<file path="src/rtl/wpmc_pkg.sv">
// water pump mode controller: shared types, codes, reset values and the mode table
// no dependencies
`timescale 1ns / 1ps
`default_nettype none
package wpmc_pkg;

	localparam int unsigned PRES_W = 14;
	localparam int unsigned TIME_W = 32;
	localparam int unsigned MS_W   = 20;
	localparam int unsigned CFG_IDX_W  = 3;
	localparam int unsigned CFG_DATA_W = 20;

	typedef enum logic [1:0] {
		REQ_TICK       = 2'd0,
		REQ_ACTIVATE   = 2'd1,
		REQ_DEACTIVATE = 2'd2
	} req_e_t;

	localparam logic [1:0] PRESS_M1 = 2'd0;
	localparam logic [1:0] PRESS_M2 = 2'd1;
	localparam logic [1:0] PRESS_M3 = 2'd2;

	localparam logic [3:0] MODE_NONE = 4'd0;
	localparam logic [3:0] MODE_L1   = 4'd1;
	localparam logic [3:0] MODE_L2   = 4'd2;
	localparam logic [3:0] MODE_L3   = 4'd3;
	localparam logic [3:0] MODE_L4   = 4'd4;
	localparam logic [3:0] MODE_E1A  = 4'd5;
	localparam logic [3:0] MODE_E1B  = 4'd6;
	localparam logic [3:0] MODE_E1C  = 4'd7;
	localparam logic [3:0] MODE_E2A  = 4'd8;
	localparam logic [3:0] MODE_E2B  = 4'd9;
	localparam logic [3:0] MODE_E2C  = 4'd10;
	localparam logic [3:0] MODE_E3   = 4'd11;
	localparam logic [3:0] MODE_C1   = 4'd12;
	localparam logic [3:0] MODE_C2   = 4'd13;

	localparam logic [CFG_IDX_W-1:0] CFG_DEMAND_PRES = 3'd0;
	localparam logic [CFG_IDX_W-1:0] CFG_FAULT_TIME  = 3'd1;
	localparam logic [CFG_IDX_W-1:0] CFG_MIN_SWITCH  = 3'd2;
	localparam logic [CFG_IDX_W-1:0] CFG_PUMP_ON     = 3'd3;
	localparam logic [CFG_IDX_W-1:0] CFG_PUMP_OFF    = 3'd4;

	localparam logic [PRES_W-1:0] RST_DEMAND_PRES = 14'd2000;
	localparam logic [MS_W-1:0]   RST_FAULT_TIME  = 20'd30000;
	localparam logic [MS_W-1:0]   RST_MIN_SWITCH  = 20'd5000;
	localparam logic [PRES_W-1:0] RST_PUMP_ON     = 14'd2000;
	localparam logic [PRES_W-1:0] RST_PUMP_OFF    = 14'd3500;

	typedef struct packed {
		logic [PRES_W-1:0] demand_pres;
		logic [MS_W-1:0]   fault_time;
		logic [MS_W-1:0]   min_switch;
		logic [PRES_W-1:0] pump_on;
		logic [PRES_W-1:0] pump_off;
	} cfg_t;

	typedef struct packed {
		logic [1:0]        req_type;
		logic [3:0]        mode_code;
		logic [TIME_W-1:0] now_ms;
		logic [PRES_W-1:0] pressure_mbar;
		logic              safety_alert;
	} item_t;

	typedef struct packed {
		logic       valve_one;
		logic       valve_two;
		logic       pump_drive;
		logic [1:0] press_select;
		logic [3:0] mode_now;
		logic       fault_cut;
	} res_t;

	typedef struct packed {
		logic       v1;
		logic       v2;
		logic [1:0] press;
	} entry_t;

	// valve settings and pressure switch mode for each mode code
	function automatic entry_t mode_entry(input logic [3:0] code);
		entry_t e;
		e = '{v1: 1'b0, v2: 1'b0, press: PRESS_M1};
		unique case (code) inside
			MODE_L1, MODE_E1A, MODE_C2: e = '{v1: 1'b1, v2: 1'b0, press: PRESS_M1};
			MODE_L2, MODE_E3:           e = '{v1: 1'b1, v2: 1'b1, press: PRESS_M1};
			MODE_L3, MODE_L4, MODE_E2A, MODE_C1:
				e = '{v1: 1'b0, v2: 1'b1, press: PRESS_M1};
			MODE_E1B: e = '{v1: 1'b1, v2: 1'b0, press: PRESS_M2};
			MODE_E1C: e = '{v1: 1'b1, v2: 1'b0, press: PRESS_M3};
			MODE_E2B: e = '{v1: 1'b0, v2: 1'b1, press: PRESS_M2};
			MODE_E2C: e = '{v1: 1'b0, v2: 1'b1, press: PRESS_M3};
			default:  e = '{v1: 1'b0, v2: 1'b0, press: PRESS_M1};
		endcase
		return e;
	endfunction

endpackage
`default_nettype wire

</file>
<file path="src/rtl/water_pump_mode_controller_unit.sv">
// top level of the water pump mode controller: input and result registers
// depends on wpmc_pkg, wpmc_cfg, wpmc_core
//
// channel | handshake              | payload
// in      | in_valid / in_ready    | req_type mode_code now_ms pressure_mbar safety_alert
// out     | out_valid / out_ready  | valve_one valve_two pump_drive press_select
//         |                        | mode_now fault_cut
// cfg     | cfg_valid / cfg_ready  | cfg_index cfg_data
//
// one item per cycle unless the output stalls; each result is registered
// the state update is a loop between the input register and the state flops
// a stalled result holds in the result register while the input register still fills
// cfg_ready is always high; reset restores the register defaults and clears all state
`timescale 1ns / 1ps
`default_nettype none
module water_pump_mode_controller_unit (
	input  wire logic                             clk,
	input  wire logic                             arst_n,
	input  wire logic                             in_valid,
	output logic                                  in_ready,
	input  wire logic [1:0]                       req_type,
	input  wire logic [3:0]                       mode_code,
	input  wire logic [31:0]                      now_ms,
	input  wire logic [13:0]                      pressure_mbar,
	input  wire logic                             safety_alert,
	output logic                                  out_valid,
	input  wire logic                             out_ready,
	output logic                                  valve_one,
	output logic                                  valve_two,
	output logic                                  pump_drive,
	output logic [1:0]                            press_select,
	output logic [3:0]                            mode_now,
	output logic                                  fault_cut,
	input  wire logic                             cfg_valid,
	output logic                                  cfg_ready,
	input  wire logic [wpmc_pkg::CFG_IDX_W-1:0]   cfg_index,
	input  wire logic [wpmc_pkg::CFG_DATA_W-1:0]  cfg_data
);

	wpmc_pkg::cfg_t   cfg;
	wpmc_pkg::item_t  item_s1;
	logic             valid_s1;
	wpmc_pkg::res_t   res;
	wpmc_pkg::res_t   res_s2;
	logic             valid_s2;
	logic             advance;

	assign cfg_ready = 1'b1;

	wpmc_cfg u_cfg (
		.clk      (clk),
		.arst_n   (arst_n),
		.wr_en    (cfg_valid & cfg_ready),
		.wr_index (cfg_index),
		.wr_data  (cfg_data),
		.cfg      (cfg)
	);

	assign advance  = valid_s1 && (!valid_s2 || out_ready);
	assign in_ready = !valid_s1 || advance;

	always_ff @(posedge clk or negedge arst_n) begin
		if (!arst_n) begin
			valid_s1 <= 1'b0;
		end else if (in_ready) begin
			valid_s1 <= in_valid;
		end
	end

	always_ff @(posedge clk) begin
		if (in_valid && in_ready) begin
			item_s1.req_type      <= req_type;
			item_s1.mode_code     <= mode_code;
			item_s1.now_ms        <= now_ms;
			item_s1.pressure_mbar <= pressure_mbar;
			item_s1.safety_alert  <= safety_alert;
		end
	end

	wpmc_core u_core (
		.clk    (clk),
		.arst_n (arst_n),
		.cfg    (cfg),
		.item   (item_s1),
		.step   (advance),
		.res    (res)
	);

	always_ff @(posedge clk or negedge arst_n) begin
		if (!arst_n) begin
			valid_s2 <= 1'b0;
		end else if (advance) begin
			valid_s2 <= 1'b1;
		end else if (out_ready) begin
			valid_s2 <= 1'b0;
		end
	end

	always_ff @(posedge clk) begin
		if (advance) begin
			res_s2 <= res;
		end
	end

	assign out_valid    = valid_s2;
	assign valve_one    = res_s2.valve_one;
	assign valve_two    = res_s2.valve_two;
	assign pump_drive   = res_s2.pump_drive;
	assign press_select = res_s2.press_select;
	assign mode_now     = res_s2.mode_now;
	assign fault_cut    = res_s2.fault_cut;

endmodule
`default_nettype wire

</file>
<file path="src/rtl/wpmc_cfg.sv">
// configuration register file for the water pump mode controller
// depends on wpmc_pkg
`timescale 1ns / 1ps
`default_nettype none
module wpmc_cfg (
	input  wire logic                             clk,
	input  wire logic                             arst_n,
	input  wire logic                             wr_en,
	input  wire logic [wpmc_pkg::CFG_IDX_W-1:0]   wr_index,
	input  wire logic [wpmc_pkg::CFG_DATA_W-1:0]  wr_data,
	output wpmc_pkg::cfg_t                        cfg
);

	wpmc_pkg::cfg_t cfg_q;

	always_ff @(posedge clk or negedge arst_n) begin
		if (!arst_n) begin
			cfg_q.demand_pres <= wpmc_pkg::RST_DEMAND_PRES;
			cfg_q.fault_time  <= wpmc_pkg::RST_FAULT_TIME;
			cfg_q.min_switch  <= wpmc_pkg::RST_MIN_SWITCH;
			cfg_q.pump_on     <= wpmc_pkg::RST_PUMP_ON;
			cfg_q.pump_off    <= wpmc_pkg::RST_PUMP_OFF;
		end else if (wr_en) begin
			unique case (wr_index)
				wpmc_pkg::CFG_DEMAND_PRES:
					cfg_q.demand_pres <= wr_data[wpmc_pkg::PRES_W-1:0];
				wpmc_pkg::CFG_FAULT_TIME:
					cfg_q.fault_time <= wr_data[wpmc_pkg::MS_W-1:0];
				wpmc_pkg::CFG_MIN_SWITCH:
					cfg_q.min_switch <= wr_data[wpmc_pkg::MS_W-1:0];
				wpmc_pkg::CFG_PUMP_ON:
					cfg_q.pump_on <= wr_data[wpmc_pkg::PRES_W-1:0];
				wpmc_pkg::CFG_PUMP_OFF:
					cfg_q.pump_off <= wr_data[wpmc_pkg::PRES_W-1:0];
				default: ;
			endcase
		end
	end

	assign cfg = cfg_q;

endmodule
`default_nettype wire

</file>
<file path="src/rtl/wpmc_core.sv">
// controller state and the combinational step logic for one item
// depends on wpmc_pkg
`timescale 1ns / 1ps
`default_nettype none
module wpmc_core (
	input  wire logic           clk,
	input  wire logic           arst_n,
	input  wire wpmc_pkg::cfg_t cfg,
	input  wire wpmc_pkg::item_t item,
	input  wire logic           step,
	output wpmc_pkg::res_t      res
);

	logic [3:0]                    mode_q, mode_d;
	logic                          pump_q, pump_d;
	logic                          v1_q, v1_d;
	logic                          v2_q, v2_d;
	logic [1:0]                    press_q, press_d;
	logic [wpmc_pkg::TIME_W-1:0]   last_sw_q, last_sw_d;
	logic                          demand_q, demand_d;
	logic [wpmc_pkg::TIME_W-1:0]   dem_start_q, dem_start_d;
	logic                          cut;

	logic [3:0]                    code;
	wpmc_pkg::entry_t              new_ent;
	wpmc_pkg::entry_t              cur_ent;
	logic [wpmc_pkg::TIME_W-1:0]   dem_age;
	logic [wpmc_pkg::TIME_W-1:0]   sw_age;
	logic                          fault_due;
	logic                          may_switch;
	logic                          extraction;

	// codes past the table count as no mode
	assign code    = (item.mode_code > wpmc_pkg::MODE_C2) ? wpmc_pkg::MODE_NONE
	                                                      : item.mode_code;
	assign new_ent = wpmc_pkg::mode_entry(code);
	assign cur_ent = wpmc_pkg::mode_entry(mode_q);

	// wrapping time differences
	assign dem_age    = item.now_ms - dem_start_q;
	assign sw_age     = item.now_ms - last_sw_q;
	assign fault_due  = dem_age > {{(wpmc_pkg::TIME_W-wpmc_pkg::MS_W){1'b0}}, cfg.fault_time};
	assign may_switch = sw_age > {{(wpmc_pkg::TIME_W-wpmc_pkg::MS_W){1'b0}}, cfg.min_switch};
	assign extraction = (mode_q >= wpmc_pkg::MODE_E1A) && (mode_q <= wpmc_pkg::MODE_E3);

	always_comb begin
		mode_d      = mode_q;
		pump_d      = pump_q;
		v1_d        = v1_q;
		v2_d        = v2_q;
		press_d     = press_q;
		last_sw_d   = last_sw_q;
		demand_d    = demand_q;
		dem_start_d = dem_start_q;
		cut         = 1'b0;
		unique case (wpmc_pkg::req_e_t'(item.req_type))
			wpmc_pkg::REQ_ACTIVATE: begin
				if (code != mode_q) begin
					pump_d      = 1'b0;
					v1_d        = new_ent.v1;
					v2_d        = new_ent.v2;
					press_d     = new_ent.press;
					last_sw_d   = item.now_ms;
					demand_d    = 1'b0;
					dem_start_d = '0;
					mode_d      = code;
				end
			end
			wpmc_pkg::REQ_DEACTIVATE: begin
				pump_d  = 1'b0;
				v1_d    = 1'b0;
				v2_d    = 1'b0;
				press_d = wpmc_pkg::PRESS_M1;
				mode_d  = wpmc_pkg::MODE_NONE;
			end
			wpmc_pkg::REQ_TICK: begin
				if (extraction) begin
					if (item.safety_alert) begin
						pump_d = 1'b0;
					end else if (cur_ent.press == wpmc_pkg::PRESS_M2) begin
						if (item.pressure_mbar < cfg.demand_pres) begin
							if (!demand_q) begin
								demand_d    = 1'b1;
								dem_start_d = item.now_ms;
							end else if (fault_due) begin
								press_d = wpmc_pkg::PRESS_M1;
								pump_d  = 1'b0;
								cut     = 1'b1;
							end
						end else begin
							demand_d    = 1'b0;
							dem_start_d = '0;
						end
					end else if (cur_ent.press == wpmc_pkg::PRESS_M3) begin
						// hysteresis, gated by the minimum switching interval
						if (!pump_q && item.pressure_mbar < cfg.pump_on && may_switch) begin
							pump_d    = 1'b1;
							press_d   = wpmc_pkg::PRESS_M3;
							last_sw_d = item.now_ms;
						end else if (pump_q && item.pressure_mbar > cfg.pump_off
						             && may_switch) begin
							pump_d    = 1'b0;
							last_sw_d = item.now_ms;
						end
					end
				end
			end
			default: ;
		endcase
	end

	always_ff @(posedge clk or negedge arst_n) begin
		if (!arst_n) begin
			mode_q      <= wpmc_pkg::MODE_NONE;
			pump_q      <= 1'b0;
			v1_q        <= 1'b0;
			v2_q        <= 1'b0;
			press_q     <= wpmc_pkg::PRESS_M1;
			last_sw_q   <= '0;
			demand_q    <= 1'b0;
			dem_start_q <= '0;
		end else if (step) begin
			mode_q      <= mode_d;
			pump_q      <= pump_d;
			v1_q        <= v1_d;
			v2_q        <= v2_d;
			press_q     <= press_d;
			last_sw_q   <= last_sw_d;
			demand_q    <= demand_d;
			dem_start_q <= dem_start_d;
		end
	end

	always_comb begin
		res.valve_one    = v1_d;
		res.valve_two    = v2_d;
		res.pump_drive   = pump_d;
		res.press_select = press_d;
		res.mode_now     = mode_d;
		res.fault_cut    = cut;
	end

endmodule
`default_nettype wire

</file>
<file path="config.mk">
export PLATFORM = sky130hd
export DESIGN_NAME = water_pump_mode_controller_unit
export DESIGN_NICKNAME = d
export VERILOG_FILES = /design/src/rtl/wpmc_pkg.sv /design/src/rtl/water_pump_mode_controller_unit.sv /design/src/rtl/wpmc_cfg.sv /design/src/rtl/wpmc_core.sv
export SDC_FILE = /design/constraint.sdc
export NUM_CORES = 1
export LEC_CHECK = 0
export BUFFER_PORTS_ARGS = -buffer_cell sky130_fd_sc_hd__buf_2
export CELL_PAD_IN_SITES_DETAIL_PLACEMENT = 0
export CELL_PAD_IN_SITES_GLOBAL_PLACEMENT = 1
export CORE_MARGIN = 4
export CORE_UTILIZATION = 45
export DETAILED_ROUTE_END_ITERATION = 12
export PLACE_DENSITY_LB_ADDON = 0.1
export SYNTH_ARGS = -nofsm -noshare
export SYNTH_HDL_FRONTEND = slang
export SYNTH_SLANG_ARGS = --single-unit
</file>
<file path="constraint.sdc">
create_clock -name clk -period 10.9 [get_ports clk]
set_input_delay 0.545 -clock clk [delete_from_list [all_inputs] [get_ports clk]]
set_output_delay 0.545 -clock clk [all_outputs]
set_load 0.01 [all_outputs]
</file>
Yosys cells after proc, flatten, opt, wreduce, memory -nomap -nowiden
Cells that the tools add are included.
{ "totals": {"register_bits": 221, "input_bits": 81, "output_inout_bits": 13, "elab_cells": 169} }
{ "classes": {"n_addsub": 2, "n_lt_le_gt_ge": 8, "n_eq_ne": 43, "muxes": 54, "bitwise": 5, "reduce_logical": 31} }
{ "op_table": {"columns": ["operator", "count"], "rows": [
  ["two-way mux 32 bit", 13],
  ["one-hot mux 32 bit (2 select lines)", 2],
  ["greater-than comparator 32 x 20 -> 1 bit", 2],
  ["subtractor 32 bit", 2],
  ["== test 4 bit, second input constant", 12],
  ["== test 4 x 3 -> 1 bit, second input constant", 8],
  ["less-than comparator 14 bit", 2],
  ["one-hot mux 4 bit (7 select lines)", 1],
  ["two-way mux 1 bit", 20],
  ["two-way mux 2 bit", 9],
  ["== test 4 x 2 -> 1 bit, second input constant", 4],
  ["greater-than comparator 14 bit", 1],
  ["one-hot mux 2 bit (7 select lines)", 1],
  ["AND reduction 2 bit", 5],
  ["== test 4 x 1 -> 1 bit, second input constant", 2],
  ["two-way mux 4 bit", 2],
  ["!= test 2 x 1 -> 1 bit, second input constant", 4],
  ["one-hot mux 4 bit (2 select lines)", 1],
  ["AND reduction 8 bit", 1],
  ["OR reduction 4 bit", 2],
  ["logical AND 1 bit", 7],
  ["AND reduction 7 bit", 1],
  ["== test 3 x 2 -> 1 bit, second input constant", 2],
  ["one-hot mux 1 bit (2 select lines)", 3],
  ["other kinds (23)", 36]
]} }

Depth between registers and ports, before layout
{ "logic_depth": {"word_depth": 10, "ltp_mapped": 23, "ltp_nobuf": 22} }

Modules after synthesis
A second synthesis with hierarchy kept.
{ "hier_totals": {"cells_unflattened": 1425, "hier_area_um2": 14463.9} }
{ "by_module_without_submodules": {"columns": ["mod", "instances", "cells_per_inst", "area_each_um2", "seq_area_each_um2"], "rows": [
  ["wpmc_core", 1, 1175, 9323.9, 1851.8],
  ["wpmc_cfg", 1, 177, 3133.0, 2090.8],
  ["water_pump_mode_controller_unit", 1, 73, 2006.9, 1941.9]
]} }

Worst setup path before layout
No wires, ideal clock.
{ "synth_timing": {"path_type": "reg-to-reg", "from": "reg item_s1[15] (netlist bit)", "to": "reg res_s2 (netlist bit press_select[1]), data pin", "setup_time_ns": 0.274, "arrival_ns": 4.469, "required_time_ns": 10.626, "setup_slack_ns": 6.157, "stages_incl_launch_ff": 23, "n_path_buf": 2, "period_less_slack_ns": 4.743, "path_cell_list": "edfxtp_1 > inv_1 > ha_1 > inv_1 > fa_1 > a21o_1 > a221o_1 > a221o_1 > o21ai_0 > xnor2_1 > ha_1 > nand4_1 > nand3b_1 > a21oi_1 > or4_1 > o21ai_0 > o2111ai_1 > nor4_2 > a21oi_2 > buf_2 > buf_2 > nand3_1 > nand3_1"} }
{ "synth_rtl": {"columns": ["element", "line_no", "source"], "rows": [
  ["start: declaration", "water_pump_mode_controller_unit.sv:41", "wpmc_pkg::item_t item_s1;"],
  ["end signal: assignment", "water_pump_mode_controller_unit.sv:101", "res_s2 <= res;"],
  ["end: declaration", "water_pump_mode_controller_unit.sv:44", "wpmc_pkg::res_t res_s2;"]
]} }

Worst setup path after layout
{ "layout_timing": {"from": "reg item_s1[15] (netlist bit)", "to": "reg u_core.last_sw_q[4] (netlist bit)"} }
{ "layout_between": {"elab_chain_cells": 9, "word_cells_on_any_way": 12, "classes_between": "add/sub (1); order compare (1); eq/ne (1); mux (6); reduce/logical (3)"} }
{ "layout_lines": {"columns": ["element", "line_no", "source"], "rows": [
  ["subtractor 32 bit (*)", "wpmc_core.sv:41", "assign sw_age = item.now_ms - last_sw_q;"],
  ["greater-than comparator 32 x 20 -> 1 bit (*)", "wpmc_core.sv:43", "assign may_switch = sw_age > {{(wpmc_pkg::TIME_W-wpmc_pkg::MS_W){1'b0}}, cfg.min_switch};"],
  ["logical AND 1 bit", "wpmc_core.sv:96", "if (!pump_q && item.pressure_mbar < cfg.pump_on && may_switch) begin"],
  ["two-way mux 32 bit", "wpmc_core.sv:96", null],
  ["two-way mux 32 bit", "wpmc_core.sv:94", "end else if (cur_ent.press == wpmc_pkg::PRESS_M3) begin"],
  ["two-way mux 32 bit", "wpmc_core.sv:80", "end else if (cur_ent.press == wpmc_pkg::PRESS_M2) begin"],
  ["two-way mux 32 bit", "wpmc_core.sv:78", "if (item.safety_alert) begin"],
  ["two-way mux 32 bit", "wpmc_core.sv:77", "if (extraction) begin"],
  ["one-hot mux 32 bit (2 select lines)", "wpmc_core.sv:56", "unique case (wpmc_pkg::req_e_t'(item.req_type))"],
  ["end signal: assignment", "wpmc_core.sv:128", "last_sw_q <= last_sw_d;"],
  ["end: declaration", "wpmc_core.sv:19", "logic [wpmc_pkg::TIME_W-1:0] last_sw_q, last_sw_d;"]
]} }
Mark *: on every way between the ends. The rest lies on a longest branch, timed or not. The select of a mux whose other input is x is not followed.
A chain may end at the register's enable or synchronous reset.

==> results by group <==
Status
  – Status: completed

Layout
  – Layout overhead on the synthesized area: 11.0%
  – Commonest non-fill, non-tap cell in the layout: nand2_1
  – Share of cells above drive strength 1: 13.4%
  – Post-Layout Cell Count: 2178
  – Nets: 1943
  – Most frequent cells in the layout: nand2_1 (188), inv_1 (169), ha_1 (144)
  – N_diodes: 0
  – Finished Core Util: 51.1%
  – Fill count: 3154

Pwr
  – Maximum VDD drop: 121 µV
  – Sequential power share: 34.3%
  – P_int: 0.00197 W
  – Leakage: 7.33 nW
  – PD cells: 188 nW/µm²
  – Switch Pwr: 0.00118 W
  – Combinational share of power: 39.3%
  – Switching Share: 37.5%
  – Clock power share: 26.4%

Worst setup path
  – Crit path max fanout: 64
  – Critical path required time: 11.32 ns
  – CP Capture Type: flop
  – Worst Setup Start Kind: flop
  – Critical path arrival: 6.30 ns
  – CP Class: reg -> reg

Routing
  – DRT Wirelength: 40.4 mm
  – DR iter-0 viols: 753
  – Vias per cell: 5.66
  – Post-DR wirelength/cell: 18.6 µm
  – Post-route DRC: 0
  – Initial DRT Pass Iterations: 5
  – ANT nets after route: 0
  – Vias: 12300

Clock network
  – Post-CTS Resized: 0
  – CTS tree: built
  – H-tree Lvls: 1
  – Setup Fix Bufs, Post-CTS: 0
  – CTS Sinks: 221
  – CTS Root Cell: clkbuf_16
  – Reg clk slew, reported paths: 0.06 ns
  – Worst-Skew Late Latency: 0.55 ns
  – Total CTS buffers: 27
  – Hold-fix buffers, CTS: 0
  – CTS max path bufs: 3

Timing
  – Worst-margin pin slew: 0.950 ns
  – Max Slew Vio Count: 0
  – TNS Setup: 0 ns
  – Post-layout minimum cycle time: 5.88 ns
  – Clock skew: 0.0176 ns
  – Final hold vios: 0
  – Max Fclk: 170 MHz
  – Fin crit share: 54.0%
  – Unrepaired setup endpoints after global routing: no
  – Worst relative slew slack: 36.7%
  – Setup violators final: 0

Synthesis
  – Top cell type's share of synthesized area: 21.0%
  – Mapped cell area: 15100 µm²
  – Syn Area/Cell: 9.14 µm²
  – Syn nets: 1884
  – Top_reg_cell synth: dfrtp_1
  – Sequential fraction of the synthesis area: 38.9%
  – Synthesized instance count: 1656
  – Area leader, netlist: dfrtp_1
  – Top post-synthesis cells by area: dfrtp_1 (21%), edfxtp_1 (12%), ha_1 (12%)
  – FFs w/ async S/R, synth: 71.5%
  – Number of synthesized flops with an enable pin: 63
  – Cell variety after synth: 83
  – Synthesized flop and latch total: 221
  – Yosys warning count: 0

Global route
  – First-pass GRT wire length: 65.6 mm
  – Largest net degree at the start of global routing: 95
  – Gr usage total: 22.1%
  – Remaining global-route overflow: 0
  – Vias in the first global route: 11900
  – Initial antenna violation count: 0

Die
  – Starting density of the core: 46.1%
  – Die footprint: 36600 µm²
  – Core ar.: 32900 µm²
  – Die X: 191 µm
  – Ports: 94
  – FP Rows: 66
  – Die Y: 191 µm

Placed design
  – Placed Cells incl. Taps: 2128
  – Count of input and output buffers: 92
  – Gpl congestion: 0.914
  – DP HPWL: 29.5 mm

Worst hold path
  – Worst min-delay path class: in -> async

Job
  – Total of max-cap violations: 0
-- state kept, by name, summed over array words and instances, names as in the netlist --
| signal | cells |
|---|---|
| u_cfg.cfg | 82 |
| item_s1 | 53 |
| u_core.dem_start_q | 32 |
| u_core.last_sw_q | 32 |
| mode_now | 4 |
| u_core.mode_q | 4 |
| press_select | 2 |
| u_core.press_q | 2 |
| fault_cut | 1 |
| out_valid | 1 |
| pump_drive | 1 |
| u_core.demand_q | 1 |
| u_core.pump_q | 1 |
| u_core.v1_q | 1 |
| u_core.v2_q | 1 |
| valid_s1 | 1 |
| valve_one | 1 |
| valve_two | 1 |
-- final timing paths --
| kind | slack (ns) | startpoint | cells past startpoint | endpoint |
|---|---|---|---|---|
| max | 5.02 | item_s1[15] | 21 | u_core.last_sw_q[4] |
| min | 0.08 | arst_n | 1 | u_cfg.cfg[70] |
| max reg2reg | 5.02 | item_s1[15] | 21 | u_core.last_sw_q[4] |
| min reg2reg | 0.50 | valid_s1 | 1 | out_valid |
| max in group asynchronous | 9.36 | arst_n | 2 | u_cfg.cfg[34] |
| min in group clk | 0.17 | req_type[1] | 1 | item_s1[52] |
-- power groups by stage --
stage               combinational, W  clock, W  sequential (W)
floorplan                   0.000909         0         0.00108
global placement             0.00122         0         0.00109
detailed placement           0.00123         0         0.00110
CTS                          0.00124  0.000856         0.00108
global route                 0.00140  0.000893         0.00110
finish                       0.00124  0.000833         0.00108
-- routing by layer --
metal | global-route usage, % | vias to the layer above | wire [µm]
met4 | 4.61 | 0 | 840
met1 | 32.0 | 5926 | 19200
met5 | 0 | - | 0
met2 | 36.0 | 212 | 18900
met3 | 2.39 | 51 | 1460
li1 | - | 6143 | -
-- cell usage after synthesis (9+ instances only) --
master / n
nand2_1: 188
inv_1: 169
ha_1: 145
dfrtp_1: 127
o21ai_0: 124
a21oi_1: 94
nor2_1: 77
edfxtp_1: 63
clkbuf_1: 62
a21o_1: 41
nand4_1: 38
nand3b_1: 36
a22o_1: 33
and4_1: 32
dfstp_2: 31
or3_1: 28
xnor2_1: 27
o221ai_1: 26
nand3_1: 24
mux2_2: 21
a31oi_1: 19
o211ai_1: 19
xor2_1: 17
nor2b_1: 16
nor3_1: 16
nand2b_1: 12
o21a_1: 12
and3_1: 11
o21ai_1: 11
o21bai_1: 9
-- per-stage QoR --
step / power [W] / hold WS, ns / setup WS [ns] / instance area (µm²)
after global placement: 0.00231 / 0.482 / 5.23 / 16000
after floorplan: 0.00198 / 0.249 / 6.16 / 15100
after detailed placement: 0.00233 / 0.489 / 5.05 / 16000
final: 0.00315 / 0.0774 / 5.02 / 16800
after CTS: 0.00318 / 0.120 / 5.02 / 16800
after global routing: 0.00340 / 0.136 / 4.67 / 16800
-- cell type report --
class / instances / area, µm² / area share [%]
Clock inverter: 16 / 97.6 / 0.581
Timing Repair Buffer: 105 / 564 / 3.36
Tap cell: 442 / 553 / 3.29
Clock buffer: 34 / 712 / 4.24
Inverter: 170 / 638 / 3.80
Multi-Input combinational cell: 1190 / 8360 / 49.7
Sequential cell: 221 / 5880 / 35.0
-- critical path, stage by stage, from the launching register on --
cell and delay [ns]:
edfxtp_1 0.41, inv_1 0.12, ha_1 0.18, inv_1 0.05, fa_1 0.40, a21o_1 0.19
a221o_1 0.44, a221o_1 0.46, o21ai_0 0.14, xnor2_1 0.15, ha_1 0.25, nand4_1 0.09
nand3b_1 0.13, a21oi_1 0.06, or4_1 0.49, o21ai_0 0.34, o2111ai_1 0.22, nor4_2 0.45
a21oi_4 0.13, buf_4 0.32, and4_1 0.30, or3_1 0.34
-- cell families after synthesis --
kind of cell,share of synthesized area (%)
flops,38.9
mux,1.69
other cells,0.0248
xor+xnor,2.55
compound gates,20.9
simple gates,17.5
fa+ha+maj,12.2
buf+inv,6.28
Power figures use the tool's default switching activity.
